$ cat src/sv/fir_convolve_mirror_boundary_top_macros.svh
// Assertion macros shared by the mirrored-boundary FIR block.
`ifndef FIR_CONVOLVE_MIRROR_BOUNDARY_TOP_MACROS_SVH
`define FIR_CONVOLVE_MIRROR_BOUNDARY_TOP_MACROS_SVH

// Antecedent implies consequent in the same cycle.
`define FCMB_ASSERT_IMPL(label, clk, rst_n, ante, cons) \
    label: assert property (@(posedge clk) disable iff (!rst_n) (ante) |-> (cons)) \
        else $error("fcmb: same-cycle check failed");

// Antecedent implies consequent in the next cycle.
`define FCMB_ASSERT_NEXT(label, clk, rst_n, ante, cons) \
    label: assert property (@(posedge clk) disable iff (!rst_n) (ante) |=> (cons)) \
        else $error("fcmb: next-cycle check failed");

// Condition never holds.
`define FCMB_ASSERT_NEVER(label, clk, rst_n, cond) \
    label: assert property (@(posedge clk) disable iff (!rst_n) !(cond)) \
        else $error("fcmb: forbidden condition seen");

`endif

$ cat src/sv/fcmb_pkg.sv
// Shared constants, FSM state type and controller/datapath handshake structs.
`timescale 1ns / 1ps

package fcmb_pkg;

    localparam int COEF_WIDTH      = 18;
    localparam int FRAC_SHIFT      = 16;
    localparam int TAP_INDEX_WIDTH = 5;
    localparam int HALF_TAPS_WIDTH = 4;
    localparam int APB_ADDR_WIDTH  = 3;
    localparam int APB_DATA_WIDTH  = 32;
    localparam int REG_IDX_WIDTH   = APB_ADDR_WIDTH - 2;

    localparam logic [HALF_TAPS_WIDTH-1:0] HALF_TAPS_RESET   = 4'd1;
    localparam logic [REG_IDX_WIDTH-1:0]   REG_IDX_HALF_TAPS = '0;

    localparam logic KIND_COEF   = 1'b0;
    localparam logic KIND_SAMPLE = 1'b1;

    typedef enum logic [2:0] {
        ST_IDLE,
        ST_DECIDE,
        ST_ISSUE,
        ST_DRAIN,
        ST_EMIT,
        ST_SHORT
    } state_t;

    typedef struct packed {
        logic accept;
        logic loop_init;
        logic out_next;
        logic tap_start;
        logic tap_issue;
        logic emit;
        logic emit_short;
        logic seq_clear;
    } cmd_t;

    typedef struct packed {
        logic is_sample;
        logic is_last;
        logic has_out;
        logic short_seq;
        logic tap_last;
        logic pipe_busy;
        logic out_free;
        logic at_vj;
        logic short_final;
    } status_t;

endpackage

$ cat src/sv/fir_convolve_mirror_boundary_top.sv
// Odd-length FIR over a sample sequence with mirrored ends, with an APB register port.
//
// Input channel (s_*): a word with s_kind = 0 loads tap s_tap_index with s_coef_value
// (Q2.16); s_kind = 1 delivers one Q1.15 sample, s_last closing the sequence.
// Result channel (m_*): filtered Q1.15 values, rounded and saturated, with flags
// saturated, too_short (sequence not longer than h) and final_res (last of sequence).
// APB register 0 (byte address 0): half_taps h, kernel of 2h+1 taps, reset 1.
// Steps: a coefficient word or a sample that gives no result goes from idle through
// the decide state back to idle. A sample that gives one result runs one tap per cycle
// through the single shared multiply-accumulate, then drains the store read, multiply
// and accumulate stages, then loads the result register.
// The last sample flushes h+1 results; a too-short sequence gives one zero result
// per sample, one per cycle while the output register is free.
// While a result waits in the output register the block still takes the next word;
// when m_ready stays low it holds at the point of loading the next result.
// Reset clears the write pointer, the sample count and the handshake state; taps are
// unknown until written. No clearing pass is run.
`timescale 1ns / 1ps
`include "fir_convolve_mirror_boundary_top_macros.svh"

module fir_convolve_mirror_boundary_top #(
    parameter int MAX_HALF     = 15,
    parameter int SAMPLE_WIDTH = 16
) (
    input  logic                                    aclk,
    input  logic                                    aresetn,
    // APB register port
    input  logic                                    psel,
    input  logic                                    penable,
    input  logic                                    pwrite,
    input  logic [fcmb_pkg::APB_ADDR_WIDTH-1:0]     paddr,
    input  logic [fcmb_pkg::APB_DATA_WIDTH-1:0]     pwdata,
    output logic [fcmb_pkg::APB_DATA_WIDTH-1:0]     prdata,
    output logic                                    pready,
    // input words
    input  logic                                    s_valid,
    output logic                                    s_ready,
    input  logic                                    s_kind,
    input  logic [fcmb_pkg::TAP_INDEX_WIDTH-1:0]    s_tap_index,
    input  logic signed [fcmb_pkg::COEF_WIDTH-1:0]  s_coef_value,
    input  logic signed [SAMPLE_WIDTH-1:0]          s_sample,
    input  logic                                    s_last,
    // result words
    output logic                                    m_valid,
    input  logic                                    m_ready,
    output logic signed [SAMPLE_WIDTH-1:0]          m_value,
    output logic                                    m_saturated,
    output logic                                    m_too_short,
    output logic                                    m_final_res
);

    localparam int HW = $clog2(MAX_HALF + 1);
    localparam int DW = fcmb_pkg::APB_DATA_WIDTH;

    logic [fcmb_pkg::HALF_TAPS_WIDTH-1:0] half_taps_reg, half_taps_next;
    logic                                 reg_hit;
    logic [HW-1:0]                        h_eff;
    fcmb_pkg::cmd_t                       cmd;
    fcmb_pkg::status_t                    stat;

    assign reg_hit = paddr[fcmb_pkg::APB_ADDR_WIDTH-1:2] == fcmb_pkg::REG_IDX_HALF_TAPS;
    assign pready  = 1'b1;
    assign prdata  = reg_hit ? DW'(half_taps_reg) : '0;

    always_comb begin
        half_taps_next = half_taps_reg;
        if (psel && penable && pwrite && pready && reg_hit) begin
            half_taps_next = pwdata[fcmb_pkg::HALF_TAPS_WIDTH-1:0];
        end
    end

    always_ff @(posedge aclk) begin
        if (!aresetn) begin
            half_taps_reg <= fcmb_pkg::HALF_TAPS_RESET;
        end else begin
            half_taps_reg <= half_taps_next;
        end
    end

    // clip h to the window the stores can hold
    always_comb begin
        if (32'(half_taps_reg) > 32'(MAX_HALF)) begin
            h_eff = HW'(MAX_HALF);
        end else begin
            h_eff = HW'(half_taps_reg);
        end
    end

    fcmb_ctrl u_ctrl (
        .aclk    (aclk),
        .aresetn (aresetn),
        .s_valid (s_valid),
        .s_ready (s_ready),
        .stat    (stat),
        .cmd     (cmd)
    );

    fcmb_datapath #(
        .MAX_HALF     (MAX_HALF),
        .SAMPLE_WIDTH (SAMPLE_WIDTH)
    ) u_datapath (
        .aclk         (aclk),
        .aresetn      (aresetn),
        .cmd          (cmd),
        .stat         (stat),
        .h_eff        (h_eff),
        .s_kind       (s_kind),
        .s_tap_index  (s_tap_index),
        .s_coef_value (s_coef_value),
        .s_sample     (s_sample),
        .s_last       (s_last),
        .m_ready      (m_ready),
        .m_valid      (m_valid),
        .m_value      (m_value),
        .m_saturated  (m_saturated),
        .m_too_short  (m_too_short),
        .m_final_res  (m_final_res)
    );

    // a result is loaded only into a free or draining output register
    `FCMB_ASSERT_IMPL(a_load_when_free, aclk, aresetn, cmd.emit || cmd.emit_short, !m_valid || m_ready)
    // a new word is taken only with the MAC pipeline empty
    `FCMB_ASSERT_IMPL(a_ready_pipe_empty, aclk, aresetn, s_ready, !stat.pipe_busy)
    // one word at a time
    `FCMB_ASSERT_NEXT(a_accept_blocks, aclk, aresetn, s_valid && s_ready, !s_ready)
    `FCMB_ASSERT_NEVER(a_single_load, aclk, aresetn, cmd.emit && cmd.emit_short)

endmodule

$ cat src/sv/fcmb_ctrl.sv
// Sequencer: accepts words, steps the tap loop and the output loop of the datapath.
`timescale 1ns / 1ps

module fcmb_ctrl (
    input  logic              aclk,
    input  logic              aresetn,
    input  logic              s_valid,
    output logic              s_ready,
    input  fcmb_pkg::status_t stat,
    output fcmb_pkg::cmd_t    cmd
);

    fcmb_pkg::state_t state_reg;
    fcmb_pkg::state_t state_next;

    always_ff @(posedge aclk) begin
        if (!aresetn) begin
            state_reg <= fcmb_pkg::ST_IDLE;
        end else begin
            state_reg <= state_next;
        end
    end

    always_comb begin
        state_next = state_reg;
        case (state_reg)
            fcmb_pkg::ST_IDLE: begin
                if (s_valid) begin
                    state_next = fcmb_pkg::ST_DECIDE;
                end
            end
            fcmb_pkg::ST_DECIDE: begin
                if (!stat.is_sample) begin
                    state_next = fcmb_pkg::ST_IDLE;
                end else if (!stat.is_last) begin
                    state_next = stat.has_out ? fcmb_pkg::ST_ISSUE : fcmb_pkg::ST_IDLE;
                end else begin
                    state_next = stat.short_seq ? fcmb_pkg::ST_SHORT : fcmb_pkg::ST_ISSUE;
                end
            end
            fcmb_pkg::ST_ISSUE: begin
                if (stat.tap_last) begin
                    state_next = fcmb_pkg::ST_DRAIN;
                end
            end
            fcmb_pkg::ST_DRAIN: begin
                if (!stat.pipe_busy) begin
                    state_next = fcmb_pkg::ST_EMIT;
                end
            end
            fcmb_pkg::ST_EMIT: begin
                if (stat.out_free) begin
                    state_next = (stat.is_last && !stat.at_vj) ? fcmb_pkg::ST_ISSUE
                                                               : fcmb_pkg::ST_IDLE;
                end
            end
            fcmb_pkg::ST_SHORT: begin
                if (stat.out_free && stat.short_final) begin
                    state_next = fcmb_pkg::ST_IDLE;
                end
            end
            default: begin
                state_next = fcmb_pkg::ST_IDLE;
            end
        endcase
    end

    always_comb begin
        cmd     = '0;
        s_ready = 1'b0;
        case (state_reg)
            fcmb_pkg::ST_IDLE: begin
                s_ready    = 1'b1;
                cmd.accept = s_valid;
            end
            fcmb_pkg::ST_DECIDE: begin
                if (stat.is_sample && (stat.is_last || stat.has_out)) begin
                    cmd.loop_init = 1'b1;
                    cmd.tap_start = !(stat.is_last && stat.short_seq);
                end
            end
            fcmb_pkg::ST_ISSUE: begin
                cmd.tap_issue = 1'b1;
            end
            fcmb_pkg::ST_DRAIN: begin
                cmd = '0;
            end
            fcmb_pkg::ST_EMIT: begin
                if (stat.out_free) begin
                    cmd.emit = 1'b1;
                    if (stat.is_last && !stat.at_vj) begin
                        // more flush outputs: advance and rerun the tap loop
                        cmd.out_next  = 1'b1;
                        cmd.tap_start = 1'b1;
                    end else if (stat.is_last) begin
                        cmd.seq_clear = 1'b1;
                    end
                end
            end
            fcmb_pkg::ST_SHORT: begin
                if (stat.out_free) begin
                    cmd.emit_short = 1'b1;
                    cmd.seq_clear  = stat.short_final;
                    cmd.out_next   = !stat.short_final;
                end
            end
            default: begin
                cmd = '0;
            end
        endcase
    end

endmodule

$ cat src/sv/fcmb_datapath.sv
// Sample and tap stores, mirrored index unit, shared MAC pipeline and result register.
`timescale 1ns / 1ps

module fcmb_datapath #(
    parameter int MAX_HALF     = 15,
    parameter int SAMPLE_WIDTH = 16
) (
    input  logic                                        aclk,
    input  logic                                        aresetn,
    input  fcmb_pkg::cmd_t                              cmd,
    output fcmb_pkg::status_t                           stat,
    input  logic [$clog2(MAX_HALF+1)-1:0]               h_eff,
    input  logic                                        s_kind,
    input  logic [fcmb_pkg::TAP_INDEX_WIDTH-1:0]        s_tap_index,
    input  logic signed [fcmb_pkg::COEF_WIDTH-1:0]      s_coef_value,
    input  logic signed [SAMPLE_WIDTH-1:0]              s_sample,
    input  logic                                        s_last,
    input  logic                                        m_ready,
    output logic                                        m_valid,
    output logic signed [SAMPLE_WIDTH-1:0]              m_value,
    output logic                                        m_saturated,
    output logic                                        m_too_short,
    output logic                                        m_final_res
);

    localparam int DEPTH = 2 * MAX_HALF + 1;
    localparam int AW    = $clog2(DEPTH);
    localparam int CW    = $clog2(DEPTH + 1);
    localparam int IW    = AW + 2;
    localparam int PW    = SAMPLE_WIDTH + fcmb_pkg::COEF_WIDTH;
    localparam int ACW   = PW + AW;
    localparam int RW    = ACW - fcmb_pkg::FRAC_SHIFT;
    localparam logic signed [ACW-1:0] ROUND_BIAS = ACW'(2 ** (fcmb_pkg::FRAC_SHIFT - 1));

    // stores
    logic signed [SAMPLE_WIDTH-1:0]         win_mem  [DEPTH];
    logic signed [fcmb_pkg::COEF_WIDTH-1:0] coef_mem [DEPTH];
    logic signed [SAMPLE_WIDTH-1:0]         win_q_reg;
    logic signed [fcmb_pkg::COEF_WIDTH-1:0] coef_q_reg;

    // sequence state
    logic [AW-1:0] wp_reg, wp_next;
    logic [CW-1:0] seen_reg, seen_next;
    logic          kind_reg, kind_next;
    logic          last_reg, last_next;
    logic [AW-1:0] i_reg, i_next;
    logic [AW-1:0] k_reg, k_next;

    // MAC pipeline
    logic                  v1_reg, v1_next;
    logic                  v2_reg, v2_next;
    logic                  v3_reg, v3_next;
    logic [AW-1:0]         idx_reg, idx_next;
    logic [AW-1:0]         tap_reg, tap_next;
    logic signed [PW-1:0]  prod_reg, prod_next;
    logic signed [ACW-1:0] acc_reg, acc_next;

    // result register
    logic                           m_valid_reg, m_valid_next;
    logic signed [SAMPLE_WIDTH-1:0] value_reg, value_next;
    logic                           sat_reg, sat_next;
    logic                           short_reg, short_next;
    logic                           fin_reg, fin_next;

    // derived values
    logic [CW-1:0]         span;
    logic [CW-1:0]         vj_w;
    logic [AW-1:0]         vj;
    logic signed [IW-1:0]  idx_s;
    logic signed [IW-1:0]  vj_s;
    logic [AW-1:0]         age;
    logic [AW:0]           pos_w;
    logic [AW-1:0]         rd_pos;
    logic                  coef_in_range;
    logic [AW-1:0]         coef_addr;
    logic signed [ACW-1:0] rsum;
    logic signed [RW-1:0]  rq;
    logic                  ovf;
    logic signed [SAMPLE_WIDTH-1:0] rvalue;

    assign span = CW'({h_eff, 1'b1});
    assign vj_w = ((seen_reg < span) ? seen_reg : span) - CW'(1);
    assign vj   = vj_w[AW-1:0];
    assign vj_s = $signed(IW'(vj));

    // mirror the tap position about both ends of the sequence
    always_comb begin
        idx_s = $signed(IW'(i_reg)) + $signed(IW'(k_reg)) - $signed(IW'(h_eff));
        if (idx_s < 0) begin
            idx_s = -idx_s;
        end
        if (idx_s > vj_s) begin
            idx_s = vj_s + vj_s - idx_s;
        end
        if (idx_s < 0) begin
            idx_s = '0;
        end
        if (idx_s > vj_s) begin
            idx_s = vj_s;
        end
    end

    // window slot of the mirrored sample, counted back from the newest word
    always_comb begin
        age   = vj - idx_reg;
        pos_w = (AW+1)'(wp_reg) + (AW+1)'(DEPTH - 1) - (AW+1)'(age);
        if (pos_w >= (AW+1)'(DEPTH)) begin
            pos_w = pos_w - (AW+1)'(DEPTH);
        end
        rd_pos = pos_w[AW-1:0];
    end

    assign coef_in_range = 32'(s_tap_index) < 32'(DEPTH);
    assign coef_addr     = AW'(s_tap_index);

    // round half up and saturate
    always_comb begin
        rsum = acc_reg + ROUND_BIAS;
        rq   = rsum[ACW-1:fcmb_pkg::FRAC_SHIFT];
        ovf  = !((&rq[RW-1:SAMPLE_WIDTH-1]) || !(|rq[RW-1:SAMPLE_WIDTH-1]));
        if (ovf) begin
            rvalue = rq[RW-1] ? {1'b1, {(SAMPLE_WIDTH-1){1'b0}}}
                              : {1'b0, {(SAMPLE_WIDTH-1){1'b1}}};
        end else begin
            rvalue = rq[SAMPLE_WIDTH-1:0];
        end
    end

    always_ff @(posedge aclk) begin
        if (cmd.accept && s_kind == fcmb_pkg::KIND_SAMPLE) begin
            win_mem[wp_reg] <= s_sample;
        end
        if (cmd.accept && s_kind == fcmb_pkg::KIND_COEF && coef_in_range) begin
            coef_mem[coef_addr] <= s_coef_value;
        end
        win_q_reg  <= win_mem[rd_pos];
        coef_q_reg <= coef_mem[tap_reg];
    end

    always_comb begin
        wp_next      = wp_reg;
        seen_next    = seen_reg;
        kind_next    = kind_reg;
        last_next    = last_reg;
        i_next       = i_reg;
        k_next       = k_reg;
        v1_next      = cmd.tap_issue;
        v2_next      = v1_reg;
        v3_next      = v2_reg;
        idx_next     = idx_reg;
        tap_next     = tap_reg;
        prod_next    = prod_reg;
        acc_next     = acc_reg;
        m_valid_next = m_valid_reg && !m_ready;
        value_next   = value_reg;
        sat_next     = sat_reg;
        short_next   = short_reg;
        fin_next     = fin_reg;

        if (cmd.accept) begin
            kind_next = s_kind;
            last_next = s_last;
            if (s_kind == fcmb_pkg::KIND_SAMPLE) begin
                wp_next = (wp_reg == AW'(DEPTH - 1)) ? '0 : wp_reg + AW'(1);
                if (seen_reg < CW'(DEPTH)) begin
                    seen_next = seen_reg + CW'(1);
                end
            end
        end
        if (cmd.seq_clear) begin
            wp_next   = '0;
            seen_next = '0;
        end
        if (cmd.loop_init) begin
            i_next = (last_reg && stat.short_seq) ? '0 : vj - AW'(h_eff);
        end
        if (cmd.out_next) begin
            i_next = i_reg + AW'(1);
        end
        if (cmd.tap_start) begin
            k_next   = '0;
            acc_next = '0;
        end
        if (cmd.tap_issue) begin
            idx_next = idx_s[AW-1:0];
            tap_next = k_reg;
            k_next   = k_reg + AW'(1);
        end
        if (v2_reg) begin
            prod_next = win_q_reg * coef_q_reg;
        end
        if (v3_reg) begin
            acc_next = acc_reg + ACW'(prod_reg);
        end
        if (cmd.emit) begin
            m_valid_next = 1'b1;
            value_next   = rvalue;
            sat_next     = ovf;
            short_next   = 1'b0;
            fin_next     = last_reg && stat.at_vj;
        end
        if (cmd.emit_short) begin
            m_valid_next = 1'b1;
            value_next   = '0;
            sat_next     = 1'b0;
            short_next   = 1'b1;
            fin_next     = stat.short_final;
        end
    end

    always_ff @(posedge aclk) begin
        if (!aresetn) begin
            wp_reg      <= '0;
            seen_reg    <= '0;
            kind_reg    <= fcmb_pkg::KIND_COEF;
            last_reg    <= 1'b0;
            v1_reg      <= 1'b0;
            v2_reg      <= 1'b0;
            v3_reg      <= 1'b0;
            m_valid_reg <= 1'b0;
        end else begin
            wp_reg      <= wp_next;
            seen_reg    <= seen_next;
            kind_reg    <= kind_next;
            last_reg    <= last_next;
            v1_reg      <= v1_next;
            v2_reg      <= v2_next;
            v3_reg      <= v3_next;
            m_valid_reg <= m_valid_next;
        end
    end

    always_ff @(posedge aclk) begin
        i_reg     <= i_next;
        k_reg     <= k_next;
        idx_reg   <= idx_next;
        tap_reg   <= tap_next;
        prod_reg  <= prod_next;
        acc_reg   <= acc_next;
        value_reg <= value_next;
        sat_reg   <= sat_next;
        short_reg <= short_next;
        fin_reg   <= fin_next;
    end

    always_comb begin
        stat.is_sample   = kind_reg == fcmb_pkg::KIND_SAMPLE;
        stat.is_last     = last_reg;
        stat.has_out     = vj >= AW'(h_eff);
        stat.short_seq   = seen_reg <= CW'(h_eff);
        stat.tap_last    = k_reg == AW'({h_eff, 1'b0});
        stat.pipe_busy   = v1_reg || v2_reg || v3_reg;
        stat.out_free    = !m_valid_reg || m_ready;
        stat.at_vj       = i_reg == vj;
        stat.short_final = (CW'(i_reg) + CW'(1)) == seen_reg;
    end

    assign m_valid     = m_valid_reg;
    assign m_value     = value_reg;
    assign m_saturated = sat_reg;
    assign m_too_short = short_reg;
    assign m_final_res = fin_reg;

endmodule
$ cat config.mk
export PLATFORM = sky130hd
export DESIGN_NAME = fir_convolve_mirror_boundary_top
export DESIGN_NICKNAME = d
export VERILOG_FILES = /design/src/sv/fcmb_pkg.sv /design/src/sv/fir_convolve_mirror_boundary_top.sv /design/src/sv/fcmb_ctrl.sv /design/src/sv/fcmb_datapath.sv
export VERILOG_INCLUDE_DIRS = /design/src /design/src/sv
export SDC_FILE = /design/constraint.sdc
export NUM_CORES = 2
export LEC_CHECK = 0
export BUFFER_PORTS_ARGS = -buffer_cell sky130_fd_sc_hd__buf_4
export CORE_MARGIN = 2
export CORE_UTILIZATION = 50
export CTS_BUF_LIST = sky130_fd_sc_hd__clkbuf_2
export DETAILED_ROUTE_END_ITERATION = 7
export GPL_ROUTABILITY_DRIVEN = 1
export MAX_ROUTING_LAYER = met4
export PLACE_DENSITY_LB_ADDON = 0.2
export SLEW_MARGIN = 20
export SYNTH_ARGS = -nofsm -noshare
export SYNTH_HDL_FRONTEND = slang
export SYNTH_SLANG_ARGS = --single-unit
$ cat constraint.sdc
create_clock -name aclk -period 9.5 [get_ports aclk]
set_clock_uncertainty 0.2 [all_clocks]
set_input_delay 0.475 -clock aclk [delete_from_list [all_inputs] [get_ports aclk]]
set_output_delay 0.475 -clock aclk [all_outputs]
set_load 0.005 [all_outputs]
==> results.md <==
* Status: completed
* Seq/Total Area, Yosys at 0.568
* Hold-critical path depth at 4
* Routability cong. at 0.869
* Final setup margin at 1.17 ns
* Dpl ws at 1.31 ns
* Ys flop type: edfxtp_1
* HP Start: s_sample[3]
* Synth warn at 0
* DRT iter0 DRCs at 3556
* Fin crit share at 0.876
* Utilization after layout at 0.559
* Share of cells above drive strength 1 at 0.177
* Root Driver: clkbuf_2
* CTS tree: built
* Reg2Reg Depth at 27
* Critical path arrival at 9.58 ns
* Vias at 39700
* H-tree lvl count at 5
* GRT overflow at 0
* Total track usage at 0.244
* Met2 wire len at 74.6 mm
* Initial core utilization at 0.504
* Synth Area per Inst at 13.7 um^2
* Largest family of logic cells by synthesized area: adder cells
* Clk Latency, worst-skew pair at 1.73 ns
* CTS clk-pin slew, worst paths at 0.10 ns
* Relative slew margins at 0.243
* Area grow syn2layout at 11.0%
* Met3 routed WL at 9.95 mm
* Max Clock Freq at 120 MHz
* # rows at 130
* CP required at 10.76 ns
* Reg-to-Reg Start: h_eff[1]
* Final net count at 5604
* Max-slew violations at 0
* Count of final hold-check violations at 0
* Commonest cells after routing, fill and taps aside: edfxtp_1 (1148), inv_1 (525), clkbuf_2 (456)
* TritonCTS Sinks at 1223
* Commonest non-fill, non-tap cell in the layout: edfxtp_1
* Critical path class: flip-flop to flip-flop
* Vias per cell at 5.74
* Max reg flops at 558
* Final setup fails at 0
* Antenna viol nets, final at 0
* EDFF count, synth at 1148
* Post-DP Area at 65900 um^2
* Final instance area at 70200 um^2
* Multiplexer area fraction after synthesis at 0.0697
* Slew @ Worst Pin at 1.14 ns
* Uppermost layer routed: met4
* FFs w/ async S/R, synth at 0
* Capturing point of the worst reg2reg path: u_datapath.win_q_reg[3]
* Number of max-cap violations at 0
* Reg2Reg Setup Slack at 1.17 ns
* Hold Crit Endpoint: u_datapath.win_mem[0][3]
* Routed metal-1 wirelength at 64.2 mm
* Synth Area in Simple Gates at 0.0759
* Routed length per instance at 22.0 um
* Core area at 126000 um^2
* Worst setup SP type: flip-flop
* Cells after Synth at 4634
* Port buffer count at 77
* Post-Route WL at 152 mm
* Adder-cell area share of the yosys netlist at 0.130
* Post-CTS setup buffers at 0
* Post-Synth XOR/XNOR Area at 0.0194
* Largest net degree at the start of global routing at 139
* CTS Buf Count at 322
* Synthesized flop and latch total at 1223
* Max clock buf depth at 4
* Post-route minimum period at 8.33 ns
* Initial antenna violation count at 3
* DPL Wire Length at 91.1 mm
* Die Height at 360 um
* Drt drc at 0
* Die area at 129000 um^2
* Global-route wire length before repair at 235 mm
* DRT Pass-1 Iters at 6
* I/O pin count at 137
* Synth unique cells at 97
* Hold crit path type: input pin to flip-flop
* Crit. End Element: flip-flop
* Setup TNS at 0 ns
* Vias in the first global route at 40900
* RSZ-0062 raised after global routing: no
* Netlist Area Pre-Place at 63300 um^2
* Crit-path max FO at 27
* Post-CTS sizing at 0
* Die Wd at 360 um
* Synth Area in Compound Gates at 0.0862
cells in the mapped netlist (29+ instances only):
master,instances,area [um^2]
nor3_1,33,165
buf_2,31,155
a211oi_1,145,1090
buf_4,38,285
clkbuf_1,175,657
nand2b_1,29,181
edfxtp_1,1148,34500
inv_1,525,1970
o21ai_0,98,490
o22ai_1,35,219
a21oi_1,110,551
nand2_1,432,1620
nor4_1,34,213
a31oi_1,30,188
fa_1,299,5990
mux4_2,162,3650
and2_1,144,901
xnor2_1,93,815
xor2_1,34,298
mux2i_1,50,500
a21o_1,47,353
dfxtp_1,75,1500
ha_1,180,2250
nand3_1,72,360
nor2_1,175,657
a2111oi_0,123,1080
worst max-delay path, stage by stage (launching register included):
cell and delay (ns):
dfxtp_1 0.45, inv_1 0.25, ha_1 0.38, a21oi_1 0.14
o21a_1 0.21, nand2_1 0.19, inv_1 0.25, ha_1 0.29
xor2_1 0.39, inv_1 0.20, ha_1 0.36, a21o_1 0.17
a21oi_1 0.16, xnor2_1 0.10, xnor2_1 0.52, ha_1 0.23
inv_1 0.04, ha_1 0.35, a21oi_2 0.09, xnor2_2 0.40
a21oi_1 0.22, a31oi_4 0.63, buf_4 0.46, buf_4 0.27
a2111oi_0 0.09, nor4_1 0.55, o22ai_1 0.30, a211oi_1 0.25
stage by stage:
stage,cells,hold slack [ns]
6_report,6915,0.194
5_1_grt,6913,-0.0342
4_1_cts,6900,0.00271
3_5_place_dp,6228,0.246
3_3_place_gp,6228,0.237
2_1_floorplan,4661,0.231
how the worst max path moves through the flow:
stage,from,end,slack [ns],cells after the start
3_5_place_dp,h_eff[1],u_datapath.win_q_reg[3],1.31,27
2_1_floorplan,u_datapath.win_q_reg[1],u_datapath.prod_reg[33],3.01,22
5_1_grt,h_eff[1],u_datapath.win_q_reg[15],0.73,27
3_3_place_gp,h_eff[1],u_datapath.win_q_reg[3],1.40,27
4_1_cts,h_eff[1],u_datapath.win_q_reg[3],1.16,27
6_report,h_eff[1],u_datapath.win_q_reg[3],1.17,27
layout make-up:
| cell class | instances | area [um^2] |
|---|---|---|
| Multi-Input combinational cell | 2650 | 24400 |
| Inverter | 527 | 1980 |
| Timing Repair Buffer | 318 | 2980 |
| Fill cell | 10300 | 55400 |
| Clock buffer | 456 | 2280 |
| Tap cell | 1650 | 2060 |
| Sequential cell | 1223 | 36000 |
| Antenna cell | 13 | 32.5 |
| Clock inverter | 78 | 463 |
cells by family after synthesis:
group           count (synthesis)
flops                        1223
mux                           234
compound gates                754
fa+ha+maj                     480
other cells                     2
buf+inv                       788
xor+xnor                      133
simple gates                 1020
layer usage:
metal,GRT usage,vias up
met5,-,-
met4,0.0744,0
met3,0.0435,237
met2,0.387,1314
met1,0.322,20200
li1,-,17900
timing repair:
action                                   CTS  global route
hold buffers                             138             2
endpoints found under the setup margin     0             0
endpoints found under the hold margin   2087            62
Power is not shown: default switching activity piles up to over one toggle a cycle in this logic, so the estimate is an artifact.
